[src/rtl/dpc_pkg.sv]
// ---------------------------------------------------------------------------
// dpc_pkg
// Shared widths, limits and the frame record passed from the front end to
// the divider for the dark pixel centroid core.
// ---------------------------------------------------------------------------
package dpc_pkg;

   localparam int MaxWidth  = 2048;
   localparam int MaxHeight = 2048;

   localparam int ColWidth   = $clog2(MaxWidth);
   localparam int RowWidth   = $clog2(MaxHeight);
   localparam int CoordWidth = 11;
   localparam int PixWidth   = 8;
   localparam int ThrWidth   = 10;
   localparam int TallyWidth = 23;
   localparam int SumWidth   = 33;

   localparam logic [ThrWidth-1:0]   ThreshReset = ThrWidth'(3 * 80);
   localparam logic [TallyWidth-1:0] TallyMax    = {TallyWidth{1'b1}};
   localparam logic [SumWidth-1:0]   SumMax      = {SumWidth{1'b1}};
   localparam logic [ColWidth-1:0]   ColLast     = ColWidth'(MaxWidth - 1);
   localparam logic [RowWidth-1:0]   RowLast     = RowWidth'(MaxHeight - 1);
   localparam logic [CoordWidth-1:0] CoordMax    = {CoordWidth{1'b1}};

   // one restoring step per bit of the dividend
   localparam int DivSteps   = SumWidth;
   localparam int StepWidth  = $clog2(DivSteps);

   typedef struct packed {
      logic [SumWidth-1:0]   col_sum;
      logic [SumWidth-1:0]   row_sum;
      logic [TallyWidth-1:0] hit_count;
   } frame_rec_type;

endpackage

[src/rtl/dpc_front.sv]
// ---------------------------------------------------------------------------
// dpc_front
// Pixel front end: threshold compare, raster position tracking and
// saturating accumulation; pushes one frame record per frame end.
// ---------------------------------------------------------------------------
module dpc_front
   import dpc_pkg::*;
(
   input  logic                  clock,
   input  logic                  reset,
   input  logic                  csr_write_enable,
   input  logic [ThrWidth-1:0]   csr_write_data,
   input  logic                  req_valid,
   output logic                  req_ready,
   input  logic [PixWidth-1:0]   req_blue,
   input  logic [PixWidth-1:0]   req_green,
   input  logic [PixWidth-1:0]   req_red,
   input  logic                  req_line_end,
   input  logic                  req_frame_end,
   input  logic                  q_full,
   output logic                  q_push,
   output frame_rec_type         q_rec
);

   logic [ThrWidth-1:0]   thr_ff,   thr_in;
   logic [ColWidth-1:0]   col_ff,   col_in;
   logic [RowWidth-1:0]   row_ff,   row_in;
   logic [TallyWidth-1:0] tally_ff, tally_in;
   logic [SumWidth-1:0]   csum_ff,  csum_in;
   logic [SumWidth-1:0]   rsum_ff,  rsum_in;

   logic                  accept;
   logic [ThrWidth-1:0]   pix_sum;
   logic                  hit;
   logic [SumWidth:0]     csum_add, rsum_add;
   logic [TallyWidth-1:0] tally_upd;
   logic [SumWidth-1:0]   csum_upd, rsum_upd;

   assign req_ready = !q_full;
   assign accept    = req_valid && req_ready;

   assign pix_sum = ThrWidth'(req_blue) + ThrWidth'(req_green) + ThrWidth'(req_red);
   assign hit     = pix_sum < thr_ff;

   assign csum_add = {1'b0, csum_ff} + (SumWidth + 1)'(col_ff);
   assign rsum_add = {1'b0, rsum_ff} + (SumWidth + 1)'(row_ff);

   always_comb begin
      tally_upd = tally_ff;
      csum_upd  = csum_ff;
      rsum_upd  = rsum_ff;
      if (hit) begin
         tally_upd = (tally_ff == TallyMax) ? TallyMax : tally_ff + 1'b1;
         csum_upd  = csum_add[SumWidth] ? SumMax : csum_add[SumWidth-1:0];
         rsum_upd  = rsum_add[SumWidth] ? SumMax : rsum_add[SumWidth-1:0];
      end
   end

   // an empty frame reports a count of one
   assign q_push            = accept && req_frame_end;
   assign q_rec.col_sum     = csum_upd;
   assign q_rec.row_sum     = rsum_upd;
   assign q_rec.hit_count   = (tally_upd == '0) ? TallyWidth'(1) : tally_upd;

   always_comb begin
      thr_in   = csr_write_enable ? csr_write_data : thr_ff;
      col_in   = col_ff;
      row_in   = row_ff;
      tally_in = tally_ff;
      csum_in  = csum_ff;
      rsum_in  = rsum_ff;
      if (accept) begin
         if (req_frame_end) begin
            col_in   = '0;
            row_in   = '0;
            tally_in = '0;
            csum_in  = '0;
            rsum_in  = '0;
         end else begin
            tally_in = tally_upd;
            csum_in  = csum_upd;
            rsum_in  = rsum_upd;
            if (req_line_end) begin
               col_in = '0;
               if (row_ff != RowLast) begin
                  row_in = row_ff + 1'b1;
               end
            end else if (col_ff != ColLast) begin
               col_in = col_ff + 1'b1;
            end
         end
      end
   end

   always_ff @(posedge clock) begin
      if (reset) begin
         thr_ff   <= ThreshReset;
         col_ff   <= '0;
         row_ff   <= '0;
         tally_ff <= '0;
         csum_ff  <= '0;
         rsum_ff  <= '0;
      end else begin
         thr_ff   <= thr_in;
         col_ff   <= col_in;
         row_ff   <= row_in;
         tally_ff <= tally_in;
         csum_ff  <= csum_in;
         rsum_ff  <= rsum_in;
      end
   end

endmodule

[src/rtl/dpc_queue.sv]
// ---------------------------------------------------------------------------
// dpc_queue
// Two-entry queue of frame records between the front end and the divider.
// ---------------------------------------------------------------------------
module dpc_queue
   import dpc_pkg::*;
(
   input  logic          clock,
   input  logic          reset,
   input  logic          push,
   input  frame_rec_type push_rec,
   output logic          full,
   output logic          pop_valid,
   input  logic          pop,
   output frame_rec_type pop_rec
);

   frame_rec_type entry_ff [2];
   logic          wr_ptr_ff, wr_ptr_in;
   logic          rd_ptr_ff, rd_ptr_in;
   logic [1:0]    count_ff,  count_in;
   logic          do_push, do_pop;

   assign full      = count_ff == 2'd2;
   assign pop_valid = count_ff != 2'd0;
   assign pop_rec   = entry_ff[rd_ptr_ff];
   assign do_push   = push && !full;
   assign do_pop    = pop && pop_valid;

   always_comb begin
      wr_ptr_in = do_push ? !wr_ptr_ff : wr_ptr_ff;
      rd_ptr_in = do_pop  ? !rd_ptr_ff : rd_ptr_ff;
      count_in  = count_ff + 2'(do_push) - 2'(do_pop);
   end

   always_ff @(posedge clock) begin
      if (reset) begin
         wr_ptr_ff <= 1'b0;
         rd_ptr_ff <= 1'b0;
         count_ff  <= '0;
      end else begin
         wr_ptr_ff <= wr_ptr_in;
         rd_ptr_ff <= rd_ptr_in;
         count_ff  <= count_in;
      end
   end

   always_ff @(posedge clock) begin
      if (do_push) begin
         entry_ff[wr_ptr_ff] <= push_rec;
      end
   end

   // a word pushed while full would be lost
   assert property (@(posedge clock) disable iff (reset) push |-> !full)
      else $error("dpc_queue: push while full");

   assert property (@(posedge clock) disable iff (reset) count_ff != 2'd3)
      else $error("dpc_queue: count beyond depth");

   assert property (@(posedge clock) disable iff (reset)
      (count_ff == 2'd1) |-> (wr_ptr_ff != rd_ptr_ff))
      else $error("dpc_queue: pointers disagree with count");

endmodule

[src/rtl/dpc_divider.sv]
// ---------------------------------------------------------------------------
// dpc_divider
// Back end: two restoring dividers sharing one divisor, one quotient bit
// per cycle, with clamp to the coordinate range and an output register.
// ---------------------------------------------------------------------------
module dpc_divider
   import dpc_pkg::*;
(
   input  logic                  clock,
   input  logic                  reset,
   input  logic                  q_valid,
   input  frame_rec_type         q_rec,
   output logic                  q_pop,
   output logic                  rsp_valid,
   input  logic                  rsp_ready,
   output logic [CoordWidth-1:0] rsp_centroid_x,
   output logic [CoordWidth-1:0] rsp_centroid_y,
   output logic [TallyWidth-1:0] rsp_hit_count
);

   localparam logic [1:0] StIdle = 2'd0;
   localparam logic [1:0] StRun  = 2'd1;
   localparam logic [1:0] StDone = 2'd2;

   logic [1:0]            state_ff, state_in;
   logic [StepWidth-1:0]  step_ff,  step_in;
   logic                  out_valid_ff, out_valid_in;

   logic [TallyWidth-1:0] div_ff;
   logic [SumWidth-1:0]   qx_ff, qy_ff;
   logic [TallyWidth-1:0] rx_ff, ry_ff;
   logic [CoordWidth-1:0] ox_ff, oy_ff;
   logic [TallyWidth-1:0] on_ff;

   logic [TallyWidth:0]   trial_x, trial_y;
   logic                  bit_x, bit_y;
   logic [TallyWidth-1:0] rem_x, rem_y;
   logic                  load_out;
   logic [CoordWidth-1:0] clamp_x, clamp_y;

   assign q_pop    = (state_ff == StIdle) && q_valid;
   assign load_out = (state_ff == StDone) && (!out_valid_ff || rsp_ready);

   // restoring step: shift in the next dividend bit, subtract if it fits
   assign trial_x = {rx_ff, qx_ff[SumWidth-1]};
   assign trial_y = {ry_ff, qy_ff[SumWidth-1]};
   assign bit_x   = trial_x >= {1'b0, div_ff};
   assign bit_y   = trial_y >= {1'b0, div_ff};
   assign rem_x   = bit_x ? TallyWidth'(trial_x - {1'b0, div_ff}) : trial_x[TallyWidth-1:0];
   assign rem_y   = bit_y ? TallyWidth'(trial_y - {1'b0, div_ff}) : trial_y[TallyWidth-1:0];

   assign clamp_x = (qx_ff[SumWidth-1:CoordWidth] != '0) ? CoordMax : qx_ff[CoordWidth-1:0];
   assign clamp_y = (qy_ff[SumWidth-1:CoordWidth] != '0) ? CoordMax : qy_ff[CoordWidth-1:0];

   always_comb begin
      state_in = state_ff;
      step_in  = step_ff;
      case (state_ff)
         StIdle: begin
            if (q_valid) begin
               state_in = StRun;
               step_in  = '0;
            end
         end
         StRun: begin
            step_in = step_ff + 1'b1;
            if (step_ff == StepWidth'(DivSteps - 1)) begin
               state_in = StDone;
            end
         end
         StDone: begin
            if (load_out) begin
               state_in = StIdle;
            end
         end
         default: state_in = StIdle;
      endcase
      if (load_out) begin
         out_valid_in = 1'b1;
      end else if (rsp_ready) begin
         out_valid_in = 1'b0;
      end else begin
         out_valid_in = out_valid_ff;
      end
   end

   always_ff @(posedge clock) begin
      if (reset) begin
         state_ff     <= StIdle;
         step_ff      <= '0;
         out_valid_ff <= 1'b0;
      end else begin
         state_ff     <= state_in;
         step_ff      <= step_in;
         out_valid_ff <= out_valid_in;
      end
   end

   always_ff @(posedge clock) begin
      if (q_pop) begin
         div_ff <= q_rec.hit_count;
         qx_ff  <= q_rec.col_sum;
         qy_ff  <= q_rec.row_sum;
         rx_ff  <= '0;
         ry_ff  <= '0;
      end else if (state_ff == StRun) begin
         qx_ff <= {qx_ff[SumWidth-2:0], bit_x};
         qy_ff <= {qy_ff[SumWidth-2:0], bit_y};
         rx_ff <= rem_x;
         ry_ff <= rem_y;
      end
      if (load_out) begin
         ox_ff <= clamp_x;
         oy_ff <= clamp_y;
         on_ff <= div_ff;
      end
   end

   assign rsp_valid      = out_valid_ff;
   assign rsp_centroid_x = ox_ff;
   assign rsp_centroid_y = oy_ff;
   assign rsp_hit_count  = on_ff;

   assert property (@(posedge clock) disable iff (reset)
      (state_ff == StRun) |-> (div_ff != '0))
      else $error("dpc_divider: zero divisor");

   assert property (@(posedge clock) disable iff (reset)
      (state_ff == StRun) |-> (rx_ff < div_ff) && (ry_ff < div_ff))
      else $error("dpc_divider: partial remainder out of range");

   assert property (@(posedge clock) disable iff (reset)
      rsp_valid |-> (rsp_hit_count != '0))
      else $error("dpc_divider: zero count reported");

   assert property (@(posedge clock) disable iff (reset)
      (state_ff == StDone) && !load_out |=> (state_ff == StDone))
      else $error("dpc_divider: finished result dropped");

endmodule

[src/rtl/dark_pixel_centroid_core.sv]
// ---------------------------------------------------------------------------
// dark_pixel_centroid_core
// Centroid of dark pixels in a raster BGR stream.
// ---------------------------------------------------------------------------
// Takes one pixel per clock. A pixel whose blue+green+red is below the
// threshold register (reset 240) adds to a count and to column and row sums;
// position is tracked from the line-end and frame-end marks and saturates at
// the last column and row. The pixel carrying frame end closes the frame and
// gives one result word: truncated mean column, truncated mean row (each
// clamped to 2047) and the count, reported as 1 for an empty frame. A frame
// record goes through a two-entry queue to a pair of restoring dividers
// that produce one quotient bit per clock; each result waits in an output
// register for rsp_ready. Pixels keep flowing during the division;
// req_ready drops only while two frame records wait in the queue.
module dark_pixel_centroid_core
   import dpc_pkg::*;
(
   input  logic                  clock,
   input  logic                  reset,
   input  logic                  csr_write_enable,
   input  logic [ThrWidth-1:0]   csr_write_data,
   input  logic                  req_valid,
   output logic                  req_ready,
   input  logic [PixWidth-1:0]   req_blue,
   input  logic [PixWidth-1:0]   req_green,
   input  logic [PixWidth-1:0]   req_red,
   input  logic                  req_line_end,
   input  logic                  req_frame_end,
   output logic                  rsp_valid,
   input  logic                  rsp_ready,
   output logic [CoordWidth-1:0] rsp_centroid_x,
   output logic [CoordWidth-1:0] rsp_centroid_y,
   output logic [TallyWidth-1:0] rsp_hit_count
);

   logic          q_full, q_push, q_valid, q_pop;
   frame_rec_type push_rec, pop_rec;

   dpc_front u_front (
      .clock            (clock),
      .reset            (reset),
      .csr_write_enable (csr_write_enable),
      .csr_write_data   (csr_write_data),
      .req_valid        (req_valid),
      .req_ready        (req_ready),
      .req_blue         (req_blue),
      .req_green        (req_green),
      .req_red          (req_red),
      .req_line_end     (req_line_end),
      .req_frame_end    (req_frame_end),
      .q_full           (q_full),
      .q_push           (q_push),
      .q_rec            (push_rec)
   );

   dpc_queue u_queue (
      .clock     (clock),
      .reset     (reset),
      .push      (q_push),
      .push_rec  (push_rec),
      .full      (q_full),
      .pop_valid (q_valid),
      .pop       (q_pop),
      .pop_rec   (pop_rec)
   );

   dpc_divider u_divider (
      .clock          (clock),
      .reset          (reset),
      .q_valid        (q_valid),
      .q_rec          (pop_rec),
      .q_pop          (q_pop),
      .rsp_valid      (rsp_valid),
      .rsp_ready      (rsp_ready),
      .rsp_centroid_x (rsp_centroid_x),
      .rsp_centroid_y (rsp_centroid_y),
      .rsp_hit_count  (rsp_hit_count)
   );

endmodule
[config.mk]
export PLATFORM = sky130hd
export DESIGN_NAME = dark_pixel_centroid_core
export DESIGN_NICKNAME = d
export VERILOG_FILES = /design/src/rtl/dpc_pkg.sv /design/src/rtl/dpc_front.sv /design/src/rtl/dpc_queue.sv /design/src/rtl/dpc_divider.sv /design/src/rtl/dark_pixel_centroid_core.sv
export SDC_FILE = /design/constraint.sdc
export NUM_CORES = 1
export LEC_CHECK = 0
export BUFFER_PORTS_ARGS = -buffer_cell sky130_fd_sc_hd__clkbuf_2
export CORE_MARGIN = 2
export CORE_UTILIZATION = 38
export DETAILED_ROUTE_END_ITERATION = 7
export PLACE_DENSITY_LB_ADDON = 0.25
export REMOVE_ABC_BUFFERS = 1
export SYNTH_ARGS = -nofsm -noshare
export SYNTH_HDL_FRONTEND = slang
export SYNTH_SLANG_ARGS = --single-unit
[constraint.sdc]
create_clock -name clock -period 5.31 [get_ports clock]
set_input_delay 0.2655 -clock clock [delete_from_list [all_inputs] [get_ports clock]]
set_output_delay 0.2655 -clock clock [all_outputs]
set_load 0.05 [all_outputs]
# Yosys cells after proc, flatten, opt, wreduce, memory -nomap -nowiden
# Memory sizes are Yosys's and may differ from the RTL's. A register that Yosys moved wholly into a read port is not among the register bits.
# Cells that the tools add are included.
[totals] out_inout_bits=47 input_bits=41 mem_count=1 elab_cells=106 ff_bits=314 ram_bits=178
[mem_list] memory="u_queue.entry_ff" depth=2 width=89 read_ports=1 rd_ports_with_merged_regs=1 wr=1 line_no="dpc_queue.sv:18" rtl="frame_rec_type entry_ff [2];"
[classes] n_lt_le_gt_ge=3 n_eq_ne=10 n_addsub=12 muxes=34 n_reduce_logical=26
[ops] operator="two-way mux 33 bit" count=10
[ops] operator="two-way mux 23 bit" count=6
[ops] operator="adder 33 x 11 -> 34 bit" count=2
[ops] operator="two-way mux 11 bit" count=6
[ops] operator=">= comparator 24 x 23 -> 1 bit" count=2
[ops] operator="subtractor 23 bit" count=2
[ops] operator="nonzero test 22 bit" count=2
[ops] operator="adder 23 x 1 -> 23 bit (second input constant)" count=1
[ops] operator="equality test 23 bit (second input constant)" count=1
[ops] operator="zero test 23 bit" count=1
[ops] operator="adder 11 x 1 -> 11 bit (second input constant)" count=2
[ops] operator="inequality test 11 bit (second input constant)" count=2
[ops] operator="case mux 6 bit (2 select lines)" count=1
[ops] operator="nonzero test 2 bit" count=6
[ops] operator="adder 10 x 8 -> 10 bit" count=1
[ops] operator="less-than comparator 10 bit" count=1
[ops] operator="adder 8 x 8 -> 9 bit" count=1
[ops] operator="adder 6 x 1 -> 6 bit (second input constant)" count=1
[ops] operator="equality test 6 bit (second input constant)" count=1
[ops] operator="logical AND 1 bit" count=6
[ops] operator="two-way mux 1 bit" count=6
[ops] operator="two-way mux 2 bit" count=3
[ops] operator="two-way mux 6 bit" count=1
[ops] operator="inequality test 2 x 1 -> 1 bit (second input constant)" count=3
[ops] operator="11 further kinds" count=17

# Logic depth before layout (Yosys ltp)
[depth] word_depth=7 depth_mapped=26

# Hierarchy
# From an unflattened synthesis, not the netlist that was laid out.
[hier_totals] hier_cells=2436 area_unflattened_um2=25096.6
[modules_own_cells] module="dpc_divider" n_inst=1 seq_area_each_um2=5124.9 cells_each=968 area_each_um2=9572.9
[modules_own_cells] module="dpc_front" n_inst=1 seq_area_each_um2=2422.3 cells_each=1165 area_each_um2=8837.2
[modules_own_cells] module="dpc_queue" n_inst=1 seq_area_each_um2=5445.2 cells_each=303 area_each_um2=6686.4

# Worst setup path after synthesis
# OpenSTA, ideal clock, no wires.
[synth_timing] kind="register to register" from="register u_queue.count_ff[0]" to="memory u_queue.entry_ff[0][0] (netlist bit), enable pin" stages_incl_launch_ff=6 t_required_ps=4773 setup_slack_ps=-303 t_arrival_ps=5075 synth_period_minus_slack_ps=5613 path_cell_list="dfxtp_1 nand2b_1 and2_1 clkbuf_1 nand2_1 nor2_1"
[synth_via] elab_chain_cells=7
[synth_rtl] element="from (decl)" line_no="dpc_queue.sv:21" rtl="logic [1:0] count_ff, count_in;"
[synth_rtl] element="from (signal assigned)" line_no="dpc_queue.sv:44" rtl="count_ff <= count_in;"
[synth_rtl] element="equality test 2 bit (*)" line_no="dpc_queue.sv:24" rtl="assign full = count_ff == 2'd2;"
[synth_rtl] element="zero test 1 bit (*)" line_no="dpc_front.sv:39" rtl="assign req_ready = !q_full;"
[synth_rtl] element="via req_ready" line_no="dark_pixel_centroid_core.sv:23" rtl="output logic req_ready,"
[synth_rtl] element="logical AND 1 bit" line_no="dpc_front.sv:40" rtl="assign accept = req_valid && req_ready;"
[synth_rtl] element="logical AND 1 bit" line_no="dpc_front.sv:60" rtl="assign q_push = accept && req_frame_end;"
[synth_rtl] element="logical AND 1 bit (*)" line_no="dpc_queue.sv:27" rtl="assign do_push = push && !full;"
[synth_rtl] element="two-way mux 1 bit (*)" line_no="dpc_queue.sv:49" rtl="if (do_push) begin"
[synth_rtl] element="two-way mux 1 bit (implied by the code) (*)" line_no="dpc_queue.sv:50" rtl="entry_ff[wr_ptr_ff] <= push_rec;"
[synth_rtl] element="to (decl)" line_no="dpc_queue.sv:18"
# The timed path passes the listed nets; every way through them passes the cells marked *.

==> metrics.md <==
| Metric | Value |
|---|---|
| Largest area contributor in the synthesized netlist | `edfxtp_1` |
| Global Route Usage Sum | `0.179` |
| Final ANT Viol Nets | `0` |
| Die area | `68,000 µm²` |
| Number of warnings issued by yosys | `0` |
| Number of hold violations in the final report | `0` |
| Register clock-pin slew on the reported worst setup and hold paths | `0.06 ns` |
| DR pass1 iterations | `5` |
| Number of synthesized flops with an enable pin | `312` |
| Final critical path time including I/O delays and setup | `4.68 ns` |
| Clock Tree Buf Depth | `3` |
| Worst min-delay path category | `input pin to flip-flop` |
| Fraction of the mapped netlist area in compound gates | `0.162` |
| Worst reg-to-reg path cell count | `12` |
| Total setup violations reported at the end of the flow | `0` |
| WL final | `61,900 µm` |
| Most frequent cells after synthesis | `edfxtp_1, nand2_1, dfxtp_1, o21ai_0, nor2_1` |
| Total Nets Final | `between 2,000 and 3,000` |
| Post-CTS setup-driven buffer insertion count | `0` |
| Post-cts resize count | `0` |
| Post-synth top flop | `edfxtp_1` |
| Most repeated cell in the gate-level netlist after synthesis | `edfxtp_1` |
| Register bit total from synthesis | `493` |
| P&R area growth vs syn | `14.0%` |
| Total number of vias | `18,400` |
| Site row count | `94` |
| Final total negative setup slack | `0 ns` |
| Global-route wire length before repair | `97,900 µm` |
| Number of antenna violations at the first check in global routing | `1` |
| Total CTS buffers | `54` |
| CTS H-tree lvls | `2` |
| Arithmetic-cell share of the synthesized area counting full adders, half adders and majority gates | `0.0547` |
| Sequential-to-total area share from yosys stat | `0.519` |
| Distinct cell type count of the synthesized netlist | `between 80 and 90` |
| Worst reg2reg startpoint | `u_divider.qx_ff[32]$_DFFE_PP_` |
| Count of unresolved DRC violations after routing | `0` |
| Final cycle utilization of the critical path | `0.882` |
| Setup repair after global routing missed its margin | `false` |
| Post-synthesis instance total | `2,377` |
| Worst setup endpoint | `u_queue.entry_ff[0][0]$_DFFE_PP_` |
| Basic-gate share of the synthesized area counting and, or, nand and nor cells | `0.135` |
| Layout cells sized above 1 | `0.125` |
| Filler Cells Inserted | `6,154` |
| Power density relative to cell area | `446 nW/µm²` |
| Die X | `261 µm` |
| Final-report max-slew violation count | `0` |
| Initial core utilization | `0.383` |
| Skew final | `approximately 0.030 ns` |
| Initial DRC Count | `1,479` |
| Share of the synthesized area in the top cell type | `0.374` |
| Footprint of the flip-flops and latches | `13,000 µm²` |
| Netlist area before placement | `about 25,000 µm²` |
| Async SR Flop Fraction | `0` |
| Overall power consumption | `about 13 mW` |
| Dominant combinational cell family by area after synthesis | `compound AO/OA/AOI/OAI gates` |
| Peak VDD IR | `roughly 0.00027 V` |
| Count of non-filler cells in the finished layout | `3,371` |
| Crit path DAT | `5.15 ns` |
| Share of cell area taken by muxes after synthesis | `0.0577` |
| Aggregate global routing overflow | `0` |
| Result of the run | `finished clean` |
| Avg Inst Size Synth | `10.5 µm²` |
| Cell leakage power | `approximately 11 nW` |
| TritonCTS Sinks | `roughly 490` |
| Vertical extent of the die | `261 µm` |
| Number of top-level pins | `88` |
| Synth top area cells | `edfxtp_1, dfxtp_1, ha_1` |
| Weighted congestion reported at the end of routability-driven placement | `0.886` |
| Average via count per standard cell | `5.47` |
| Largest net degree at the start of global routing | `71` |
| DP Wirelength | `41,900 µm` |
| Transition time of the tightest slew-check pin | `1.16 ns` |
| Number of hold buffers added after cts | `11` |
| Critical path start-end classification | `input pin to flip-flop` |
| Maximum clock rate | `approximately 210 MHz` |
| Diodes inserted | `0` |
| Insertion delay of the later-clocked pin in the worst-skew pair | `0.63 ns` |
| Final routed wire length divided by cell count | `18.4 µm` |
| Xor/xnor cell area share of the yosys netlist | `0.0374` |
| Clock root cell | `clkbuf_16` |
| Post-route core utilization | `0.436` |
| Setup slack of the worst register-to-register path | `1.57 ns` |
| Combined area of the multi-input logic cells | `11,300 µm²` |
| Relative slew slack | `0.222` |
| Core area | `65,500 µm²` |
| Required @ worst endpoint | `5.78 ns` |
| Nature of the critical path endpoint | `flip-flop` |
| Startpoint of the worst setup timing path | `req_blue[0]` |
| Via count of the first global-routing pass | `18,000` |
| Maxcap violations | `0` |
| Largest driver fanout on the critical path | `14` |
| Critical path startpoint category | `input pin` |
| Clock tree from TritonCTS | `built` |
| Worst R2R End | `u_divider.rx_ff[0]$_SDFFE_PP0P_` |
| Instance count after placement with tap cells included | `3,258` |
| Port-buffer cells | `87` |
==> sequential cells by signal, summed over array words and instances (netlist names), 23 cells and up, named ones only <==
name,count
u_divider.div_ff,23
u_divider.qx_ff,33
u_divider.qy_ff,33
u_divider.rsp_hit_count,23
u_divider.rx_ff,23
u_divider.ry_ff,23
u_front.csum_ff,33
u_front.rsum_ff,33
u_front.tally_ff,23
u_queue.entry_ff,178
==> cell type report <==
type / instances / area share
Clock inverter: 32 / 0.0141
Inverter: 95 / 0.0125
Tap cell: 864 / 0.0379
Sequential cell: 493 / 0.455
Timing Repair Buffer: 147 / 0.0333
Clock buffer: 70 / 0.0527
Multi-Input combinational cell: 1670 / 0.395
==> how the worst min path moves through the flow <==
stage | from | endpoint | cells after the start
after floorplan | reset | u_divider.rsp_valid$_SDFFE_PP0P_ | 1
after global placement | u_divider.div_ff[17]$_DFFE_PP_ | u_divider.rsp_hit_count[17]$_DFFE_PP_ | 0
after detailed placement | u_divider.div_ff[17]$_DFFE_PP_ | u_divider.rsp_hit_count[17]$_DFFE_PP_ | 0
after CTS | req_line_end | u_front.col_ff[0]$_SDFFE_PP0P_ | 4
after global routing | req_line_end | u_front.col_ff[0]$_SDFFE_PP0P_ | 4
final | req_line_end | u_front.col_ff[0]$_SDFFE_PP0P_ | 4
==> metal layers <==
metal  track usage  share of wire  up-vias
li1              -              -     8994
met1         0.238           0.46     8902
met2         0.298           0.47      446
met4        0.0637          0.027        0
met3        0.0258          0.045      106
met5             0              0        -
==> where the power goes <==
part           internal, mW  switching, mW  leakage, nW
combinational          1.24           2.20         5.59
clock                  2.36           1.61        0.931
sequential             4.93          0.389         4.47
==> placed cells by master (no fill, tap or decap), types with 15 or more instances in the layout <==
cell type,synthesis,routed
a211oi_1,15,15
a21o_1,38,38
a21oi_1,141,141
a22oi_1,22,22
a31oi_1,27,27
a32oi_1,16,16
and3_1,32,31
buf_4,2,46
clkbuf_16,0,56
clkbuf_2,3,87
dfxtp_1,181,180
edfxtp_1,312,312
ha_1,100,100
inv_1,95,94
mux2_2,36,36
mux2i_1,104,104
nand2_1,239,238
nand2b_1,41,40
nand3_1,56,56
nand4_1,33,33
nor2_1,153,151
nor2b_1,17,15
nor3_1,36,35
nor4_1,25,23
o211ai_1,17,17
o21a_1,28,28
o21ai_0,164,163
o21ai_1,17,17
or3_1,15,15
xnor2_1,72,72
xor2_1,35,35
==> worst max-delay path, stage by stage <==
cell	delay, ns
clkbuf_2	0.08
ha_1	0.16
inv_1	0.06
fa_1	0.53
inv_1	0.06
ha_1	0.27
a21o_1	0.18
a21oi_1	0.21
o21ai_0	0.10
a21oi_1	0.24
o21bai_1	0.10
a21oi_1	0.25
xnor2_1	0.16
ha_1	0.26
a211o_1	0.33
a21oi_4	0.17
o2111ai_4	0.16
buf_4	0.23
a21oi_2	0.33
nand4_1	0.16
a211o_1	0.29
nor4_1	0.34
a31o_1	0.23
==> cell families after synthesis <==
group / after synthesis
buf+inv: 214
fa+ha+maj: 106
flops: 493
xor+xnor: 107
simple gates: 697
mux: 140
compound gates: 620
==> through the flow <==
| step | hold WS (ns) | cell area [µm²] | setup slack (ns) |
|---|---|---|---|
| 4_1_cts | 0.0281 | 28600 | 0.651 |
| 5_1_grt | 0.0992 | 28600 | 0.272 |
| 6_report | 0.0771 | 28600 | 0.628 |
| 3_3_place_gp | 0.440 | 26500 | 0.141 |
| 3_5_place_dp | 0.450 | 26500 | 0.0476 |
| 2_1_floorplan | 0.335 | 24600 | -8.21 |
Power figures use the tool's default switching activity.
